--- config.mk ---
export PLATFORM = sky130hd
export DESIGN_NAME = spf_ctrl
export DESIGN_NICKNAME = d
export VERILOG_FILES = /design/src/rtl/spf_pkg.sv /design/src/rtl/spf_ctrl.sv
export SDC_FILE = /design/constraint.sdc
export NUM_CORES = 1
export LEC_CHECK = 0
export BUFFER_PORTS_ARGS = -buffer_cell sky130_fd_sc_hd__buf_4
export CAP_MARGIN = 10
export CORE_UTILIZATION = 25
export CTS_BUF_LIST = sky130_fd_sc_hd__clkbuf_8
export DETAILED_ROUTE_END_ITERATION = 8
export PLACE_DENSITY_LB_ADDON = 0.2
export SLEW_MARGIN = 25
export SYNTH_ARGS = -nofsm -noshare
export SYNTH_HDL_FRONTEND = slang
export SYNTH_SLANG_ARGS = --single-unit
--- constraint.sdc ---
create_clock -name clk -period 2.72 [get_ports clk]
set_input_delay 0.408 -clock clk [delete_from_list [all_inputs] [get_ports clk]]
set_output_delay 0.408 -clock clk [all_outputs]
set_load 0.05 [all_outputs]
--- src/rtl/spf_pkg.sv ---
package spf_pkg;

    localparam int MAX_NODES_DEFAULT   = 16;
    localparam int WEIGHT_BITS_DEFAULT = 16;

    localparam logic [4:0] NODE_COUNT_RESET = 5'd16;
    localparam logic [2:0] ADDR_NODE_COUNT  = 3'd0;

    localparam logic OP_STORE = 1'b0;
    localparam logic OP_RUN   = 1'b1;

    localparam logic [1:0] STATUS_ARC     = 2'd0;
    localparam logic [1:0] STATUS_SINGLE  = 2'd1;
    localparam logic [1:0] STATUS_UNREACH = 2'd2;

    typedef enum logic [3:0] {
        ST_CLEAR,
        ST_IDLE,
        ST_MARK,
        ST_SCAN,
        ST_DRAIN,
        ST_PICK,
        ST_EMIT_RD,
        ST_EMIT_LD,
        ST_SINGLE,
        ST_UNREACH
    } state_t;

    typedef struct packed {
        logic       store;
        logic       run_init;
        logic       mark;
        logic       scan_issue;
        logic       pick;
        logic       emit_start;
        logic       emit_load;
        logic       stat_load;
        logic [1:0] stat_code;
        logic       clear;
    } cmd_t;

    typedef struct packed {
        logic sel_is_tgt;
        logic tgt_zero;
        logic scan_last;
        logic have;
        logic out_free;
        logic pred_zero;
        logic clr_last;
    } sts_t;

endpackage

--- src/rtl/spf_ctrl.sv ---
module spf_ctrl (
    input  logic           clk,
    input  logic           rst_n,
    input  logic           s_tvalid,
    input  logic           s_tuser,
    output logic           s_tready,
    input  spf_pkg::sts_t  sts,
    output spf_pkg::cmd_t  cmd
);

    spf_pkg::state_t state_reg;
    spf_pkg::state_t state_next;

    always_ff @(posedge clk or negedge rst_n)
    begin
        if (!rst_n)
        begin
            state_reg <= spf_pkg::ST_CLEAR;
        end
        else
        begin
            state_reg <= state_next;
        end
    end

    always_comb
    begin
        state_next    = state_reg;
        cmd           = '0;
        cmd.stat_code = spf_pkg::STATUS_ARC;
        s_tready      = 1'b0;
        case (state_reg)
            spf_pkg::ST_CLEAR:
            begin
                cmd.clear = 1'b1;
                if (sts.clr_last)
                begin
                    state_next = spf_pkg::ST_IDLE;
                end
            end
            spf_pkg::ST_IDLE:
            begin
                s_tready = 1'b1;
                if (s_tvalid)
                begin
                    if (s_tuser == spf_pkg::OP_RUN)
                    begin
                        cmd.run_init = 1'b1;
                        state_next   = spf_pkg::ST_MARK;
                    end
                    else
                    begin
                        cmd.store = 1'b1;
                    end
                end
            end
            spf_pkg::ST_MARK:
            begin
                cmd.mark = 1'b1;
                if (sts.sel_is_tgt)
                begin
                    if (sts.tgt_zero)
                    begin
                        state_next = spf_pkg::ST_SINGLE;
                    end
                    else
                    begin
                        cmd.emit_start = 1'b1;
                        state_next     = spf_pkg::ST_EMIT_RD;
                    end
                end
                else
                begin
                    state_next = spf_pkg::ST_SCAN;
                end
            end
            spf_pkg::ST_SCAN:
            begin
                cmd.scan_issue = 1'b1;
                if (sts.scan_last)
                begin
                    state_next = spf_pkg::ST_DRAIN;
                end
            end
            spf_pkg::ST_DRAIN:
            begin
                state_next = spf_pkg::ST_PICK;
            end
            spf_pkg::ST_PICK:
            begin
                if (sts.have)
                begin
                    cmd.pick   = 1'b1;
                    state_next = spf_pkg::ST_MARK;
                end
                else
                begin
                    state_next = spf_pkg::ST_UNREACH;
                end
            end
            spf_pkg::ST_EMIT_RD:
            begin
                state_next = spf_pkg::ST_EMIT_LD;
            end
            spf_pkg::ST_EMIT_LD:
            begin
                if (sts.out_free)
                begin
                    cmd.emit_load = 1'b1;
                    state_next    = sts.pred_zero ? spf_pkg::ST_CLEAR : spf_pkg::ST_EMIT_RD;
                end
            end
            spf_pkg::ST_SINGLE:
            begin
                if (sts.out_free)
                begin
                    cmd.stat_load = 1'b1;
                    cmd.stat_code = spf_pkg::STATUS_SINGLE;
                    state_next    = spf_pkg::ST_CLEAR;
                end
            end
            spf_pkg::ST_UNREACH:
            begin
                if (sts.out_free)
                begin
                    cmd.stat_load = 1'b1;
                    cmd.stat_code = spf_pkg::STATUS_UNREACH;
                    state_next    = spf_pkg::ST_CLEAR;
                end
            end
            default:
            begin
                state_next = spf_pkg::ST_CLEAR;
            end
        endcase
    end

endmodule

# Word level (Yosys, flattened, before mapping)
# Cells that the tools add are included.
dict set report word_totals {
  reg_bits 4
  inputBits 11
  elab_cells 48
}
dict set report classes {
  eq_ne 15
  muxes 29
  n_reduce_logical 3
}
# cell n
set op_table {}
lappend op_table {{$mux 4} 9}
lappend op_table {{$pmux 4 s9} 1}
lappend op_table {{$eq 4x3->1 const B} 4}
lappend op_table {{$mux 1} 13}
lappend op_table {{$ne 2x2->1 const B} 5}
lappend op_table {{$mux 3} 3}
lappend op_table {{$eq 4x2->1 const B} 2}
lappend op_table {{$eq 4x4->1 const B} 2}
lappend op_table {{$pmux 3 s2} 1}
lappend op_table {{$reduce_and 6->1} 1}
lappend op_table {{$eq 4x1->1 const B} 1}
lappend op_table {{$logic_not 4->1} 1}
lappend op_table {{$mux 2} 2}
lappend op_table {{$ne 2x1->1 const B} 1}
lappend op_table {{$reduce_or 2->1} 1}

# Longest topological paths before layout
# Gate-level depths: netlist of run 1.
dict set report depth {
  depth_word 4
  ltp_mapped 5
  mapped_depth_nobuf 4
}

# Least setup slack after synthesis of run 1
# Ideal clock, no wire load.
dict set report synth_path {
  path_type {reg2out}
  from {reg state_reg[0]}
  to {out cmd[5] (netlist bit)}
  arrival_time_ns 3.275
  required_time_ns 2.312
  slack_ns -0.963
  stages_incl_launch_ff 5
  n_path_buf 1
  cell_sequence {dfrtp_1 -> clkbuf_1 -> nor4b_1 -> nand2_1 -> nor2_1}
}
# element line
set synth_lines {}
lappend synth_lines {{start: declaration} spf_ctrl.sv:11} ;# spf_pkg::state_t state_reg;
lappend synth_lines {{start signal: assignment} spf_ctrl.sv:18} ;# state_reg <= spf_pkg::ST_CLEAR;
lappend synth_lines {{start signal: assignment} spf_ctrl.sv:22} ;# state_reg <= state_next;
lappend synth_lines {{end: declaration} spf_ctrl.sv:8} ;# output spf_pkg::cmd_t cmd

==> flow_summary.ini, run 1 <==
[worst_setup_path]
critPathRequiredTime_ns = 2.31
r2r-end = state_reg[2]$_DFFE_PN0P_
endpoint_kind = output port
path_class = flop to output port
arrival_ns = 1.69
reg2reg_slack_ns = 0.93
reg2regPathDepth = 4
worstPathMaxFanout = 12
r2r-start = state_reg[0]$_DFFE_PN0P_
start_kind = flop

[routing]
drcViolationCount = 3
top_layer_used = met4
drt_wl_total_um = 1143
viasPerCell = 5.278
vias = 512
first_pass_iters = 6
drt-initial-drc-count = 17
wl_per_cell_um = 11.78
wl_met3_um = 77
antenna_left = 0
wl_met2_um = 486
routedLengthMet1_um = 559

[timing]
fmax_mhz = 476.9
report.final.setup_viol = 0
whs_ns = 0.5063
hold_violations = 0
tightest_slew_ns = 0.5026
slew_viol_final = 0
relSlewSlack_pct = 66.04
fin_skew_ns = 0.001569
min_period_over_period_pct = 77.09
min_period_ns = 2.097
tns_ns = 0
rsz0062_at_grt = no

[grt]
grt_overflow = 0
grt_pass1_vias = 411
grt_antenna_before_repair = 0
grt_use_total_pct = 13.09
grt_pass1_wl_um = 1821
grt_start_max_net_pins = 16

[floorplan]
die_x_um = 43.62
die_h_um = 43.62
start_util_pct = 27.77
io_pins = 23
die_area_um2 = 1902
rows = 14
coreArea_um2 = 1559

[finish]
largest_reg_flops = 4
final_common_cell = buf_4
n_antenna_cell = 0
area_growth_pct = 52.60
fin_util_pct = 42.38
layout-drive-gt1-share_pct = 38.27
seq_area_um2 = 100.1
multi_input_area_um2 = 301.5
fin_nets = 94
most-common-layout-cells = buf_4, inv_1, nand2_1
nFillCells = 173

[cts]
cts_hold_buffers = 1
cts_buffers = 3
cts_resized = 0
clkTransAtPathRegs_ns = 0.03
cts_tree = built
cts_max_level = 1
cts_root_buffer = clkbuf_8
post_cts_buffers = 0
clock_latency_ns = 0.21
max-clock-path-buffers = 2
clock-sinks = 4

[placed_design]
port_buffers = 22
hpwlAfterDp_um = 870
gp_congestion = 0.7220

[run_status]
violations = DRC
status = complete, but fails checks

[logic_synthesis]
ys_seq_area_share_pct = 23.12
synth_edf_count = 0
syn_inst = 59
ys_warn_count = 0
async_flop_share_pct = 100.0
synth_area_um2 = 432.9
yosys.cell_types.count = 30
syn-num-nets = 70
synth_flop_cell = dfrtp_1
avgSynthCellArea_um2 = 7.338
ys_ff_latch = 4

[hold_path]
hold_end = state_reg[3]$_DFFE_PN0P_
worstHoldPathType = primary input to flop
hold_depth = 3
hold_start = sts[5]

[power]
ir_worst_vdd_v = 0.0006032
power_density_nw_per_um2 = 1187
power_leakage_nw = 0.3282
power.total_uw = 784.4

[flow_run]
cap_violations = 0
## critical path, stage by stage, from the launching register on
cell and delay, ns:
dfrtp_1 0.55, or3b_2 0.54, nor3_1 0.16, buf_4 0.22
## per-layer routing
layer  GRT usage (%)  vias to the layer above
met5               0                        -
met1           18.67                      229
met4           9.375                        0
met2           17.01                       20
met3           2.917                        2
li1                -                      261
## power by group
part / internal (mW) / switching, mW / total, mW
registers: 0.0854 / 0.0845 / 0.170
clock network: 0.0940 / 0.0267 / 0.121
logic: 0.196 / 0.297 / 0.494
## synthesized netlist by cell type, types with 2 or more instances
master,instances,share of area (%)
o21ai_0,2,2.3
a21o_1,2,3.5
nand2_1,5,4.3
nor4b_1,2,4.0
and3_1,2,2.9
nand3_1,3,3.5
dfrtp_1,4,23
nor4_1,2,2.9
buf_2,2,2.3
a21oi_1,4,4.6
inv_1,6,5.2
nor2_1,4,3.5
nor2b_1,3,4.3
nor3_1,2,2.3
## per-stage QoR
step           worst slack [ns]  instances  cell area [um^2]
3_3_place_gp             0.8619         93             609.3
5_1_grt                  0.5172         97             660.6
4_1_cts                  0.6208         97             660.6
6_report                 0.6232         97             660.6
3_5_place_dp             0.8483         93             609.3
2_1_floorplan           -0.1746         59             445.4
## worst max path at each step
stage / slack (ns) / startpoint / end / cells after the start
3_3_place_gp: 0.86 / state_reg[3]$_DFFE_PN0P_ / cmd[1] / 3
4_1_cts: 0.62 / state_reg[3]$_DFFE_PN0P_ / cmd[2] / 3
3_5_place_dp: 0.85 / state_reg[3]$_DFFE_PN0P_ / cmd[1] / 3
6_report: 0.62 / state_reg[3]$_DFFE_PN0P_ / cmd[2] / 3
2_1_floorplan: -0.17 / state_reg[0]$_DFFE_PN0P_ / cmd[5] / 4
5_1_grt: 0.52 / state_reg[3]$_DFFE_PN0P_ / cmd[1] / 3
## layout make-up
class                      count  area share (%)
clock buffer                   3           6.250
timing repair buffer          23           26.52
sequential                     4           15.15
inverter                       6           3.409
tap                           16           3.030
multi-input combinational     45           45.64
## logic make-up after synthesis
family	share of synthesized area (%)
muxes	2.312
AOI/OAI and AO/OA	28.91
DFF	23.12
and+or+nand+nor	35.55
buffers and inverters	10.12
(Power assumes the default switching activity.)
==> run 2: changes to the inputs <==
- clock period: 2.72 -> 1.9 ns (I/O delays scaled with it)
==> run 2 against run 1 <==
  * The flow still finishes with violations (DRC)
  * Clock power up 47%
  * Critical path depth up 2
  * First-iteration DRC count down 59%
  * Sequential share of layout area down 2.0 points
  * Hold slack worse by 0.12 ns
  * Setup slack worse by 0.53 ns
  * Critical endpoint is now cmd[5]
  * Largest cell class unchanged
==> flow_summary.ini, run 2 (synthesized netlist as in run 1, its figures left out) <==
[finish]
most-common-layout-cells = buf_4, inv_1, nand2_1, a21oi_1
area_growth_pct = 78.32
nFillCells = 157
final_common_cell = buf_4
fin_cells = 101
seq_area_um2 = 101.3
multi_input_area_um2 = 377.9
largest_reg_flops = 4
fin_nets = 98
n_antenna_cell = 0
layout-drive-gt1-share_pct = 52.94

[timing]
slew_viol_final = 0
hold_violations = 0
fmax_mhz = 552.6
rsz0062_at_grt = yes
tightest_slew_ns = 0.3298
min_period_ns = 1.810
min_period_over_period_pct = 95.24
tns_ns = 0
fin_skew_ns = 0.005005
report.final.setup_viol = 0
relSlewSlack_pct = 77.78

[placed_design]
gp_congestion = 0.8226
port_buffers = 22
hpwlAfterDp_um = 1008
placed_cells = 97

[worst_setup_path]
endpoint_kind = output port
worstPathMaxFanout = 8
arrival_ns = 1.52
path_class = flop to output port
reg2regPathDepth = 4
r2r-start = state_reg[1]$_DFFE_PN0P_
reg2reg_slack_ns = 0.23
start_kind = flop
critPathRequiredTime_ns = 1.62
r2r-end = state_reg[2]$_DFFE_PN0P_
critPathLaunch = state_reg[3]$_DFFE_PN0P_

[run_status]
status = complete, but fails checks
violations = DRC

[routing]
antenna_left = 0
viasPerCell = 5.158
first_pass_iters = 7
drt_wl_total_um = 1301
drt-initial-drc-count = 7
vias = 521
wl_per_cell_um = 12.88
drcViolationCount = 1

[hold_path]
hold_end = state_reg[1]$_DFFE_PN0P_
worstHoldPathType = primary input to flop
hold_depth = 4
hold_start = sts[4]

[grt]
grt_overflow = 0
grt_pass1_vias = 517
grt_pass1_wl_um = 2194
grt_use_total_pct = 15.60
grt_start_max_net_pins = 14
grt_antenna_before_repair = 0

[cts]
clkTransAtPathRegs_ns = 0.03
cts_tree = built
cts_buffers = 3
max-clock-path-buffers = 2
post_cts_buffers = 0
cts_max_level = 1
cts_root_buffer = clkbuf_8
clock_latency_ns = 0.22
clock-sinks = 4

[flow_run]
cap_violations = 0

[floorplan]
io_pins = 23
start_util_pct = 27.77
die_h_um = 43.62
rows = 14
die_x_um = 43.62
coreArea_um2 = 1559
die_area_um2 = 1902

[power]
ir_worst_vdd_v = 0.0006266
power_density_nw_per_um2 = 1684
power.total_mw = 1.300
power_leakage_nw = 0.3636
run 2: cell count changes in the layout (fill, tap and decap cells not counted), moves of 2 or more:
cell,delta
buf_4,+3
nor2_1,-3
nor2_4,+2
nor3_1,-2
nor3_2,+2
nor4b_2,-2
nor4b_4,+2
run 2: area by class of cell:
type                    instances  share of cell area [%]
clock buffers                   3                   5.348
inverters                       6                   2.917
flip-flops and latches          4                   13.13
repair buffers                 27                   27.07
multi-input cells              45                   48.95
well taps                      16                   2.593
run 2: through the flow:
stage	hold WS (ns)	cell area, um^2	utilization [%]	setup slack [ns]
after detailed placement	0.08352	710.7	45.59	0.2118
after CTS	0.3908	763.2	48.96	0.02183
after global placement	0.08421	710.7	45.59	0.2412
final	0.3862	772.0	49.52	0.09044
after global routing	0.4086	772.0	49.52	-0.02780
after floorplan	-0.01059	516.7	-	-0.2544
run 2: how the worst max path moves through the flow:
| stage | to | slack, ns | cells after the start |
|---|---|---|---|
| floorplan | state_reg[0]$_DFFE_PN0P_ | -0.25 | 4 |
| global placement | cmd[5] | 0.24 | 5 |
| detailed placement | state_reg[0]$_DFFE_PN0P_ | 0.21 | 4 |
| CTS | cmd[1] | 0.02 | 3 |
| global route | cmd[5] | -0.03 | 5 |
| finish | cmd[5] | 0.09 | 5 |
run 2: power by group:
part	switching (mW)	internal (mW)
Combinational	0.552	0.383
Sequential	0.0626	0.125
Clock	0.0430	0.135
run 2: layer usage:
layer / track usage, % / vias to the layer above / wire, um
met3: 4.583 / 0 / 49
met5: 0 / - / 0
li1: - / 266 / -
met1: 18.97 / 245 / 573
met2: 25.07 / 10 / 678
met4: 7.500 / 0 / 0
run 2: what timing repair did:
| action | in CTS | in global routing |
|---|---|---|
| gates cloned | 0 | 0 |
| gates resized for setup | 1 | 3 |
| setup endpoints to repair | 1 | 3 |
| hold buffers | 1 | 0 |
| pin swaps | 0 | 0 |
| endpoints found under the hold margin | 4 | 0 |
run 2: critical path, stage by stage (launching register included):
cell	delay, ns
dfrtp_2	0.45
buf_4	0.19
nor4b_4	0.30
nand2_2	0.12
nor2_4	0.09
buf_6	0.16
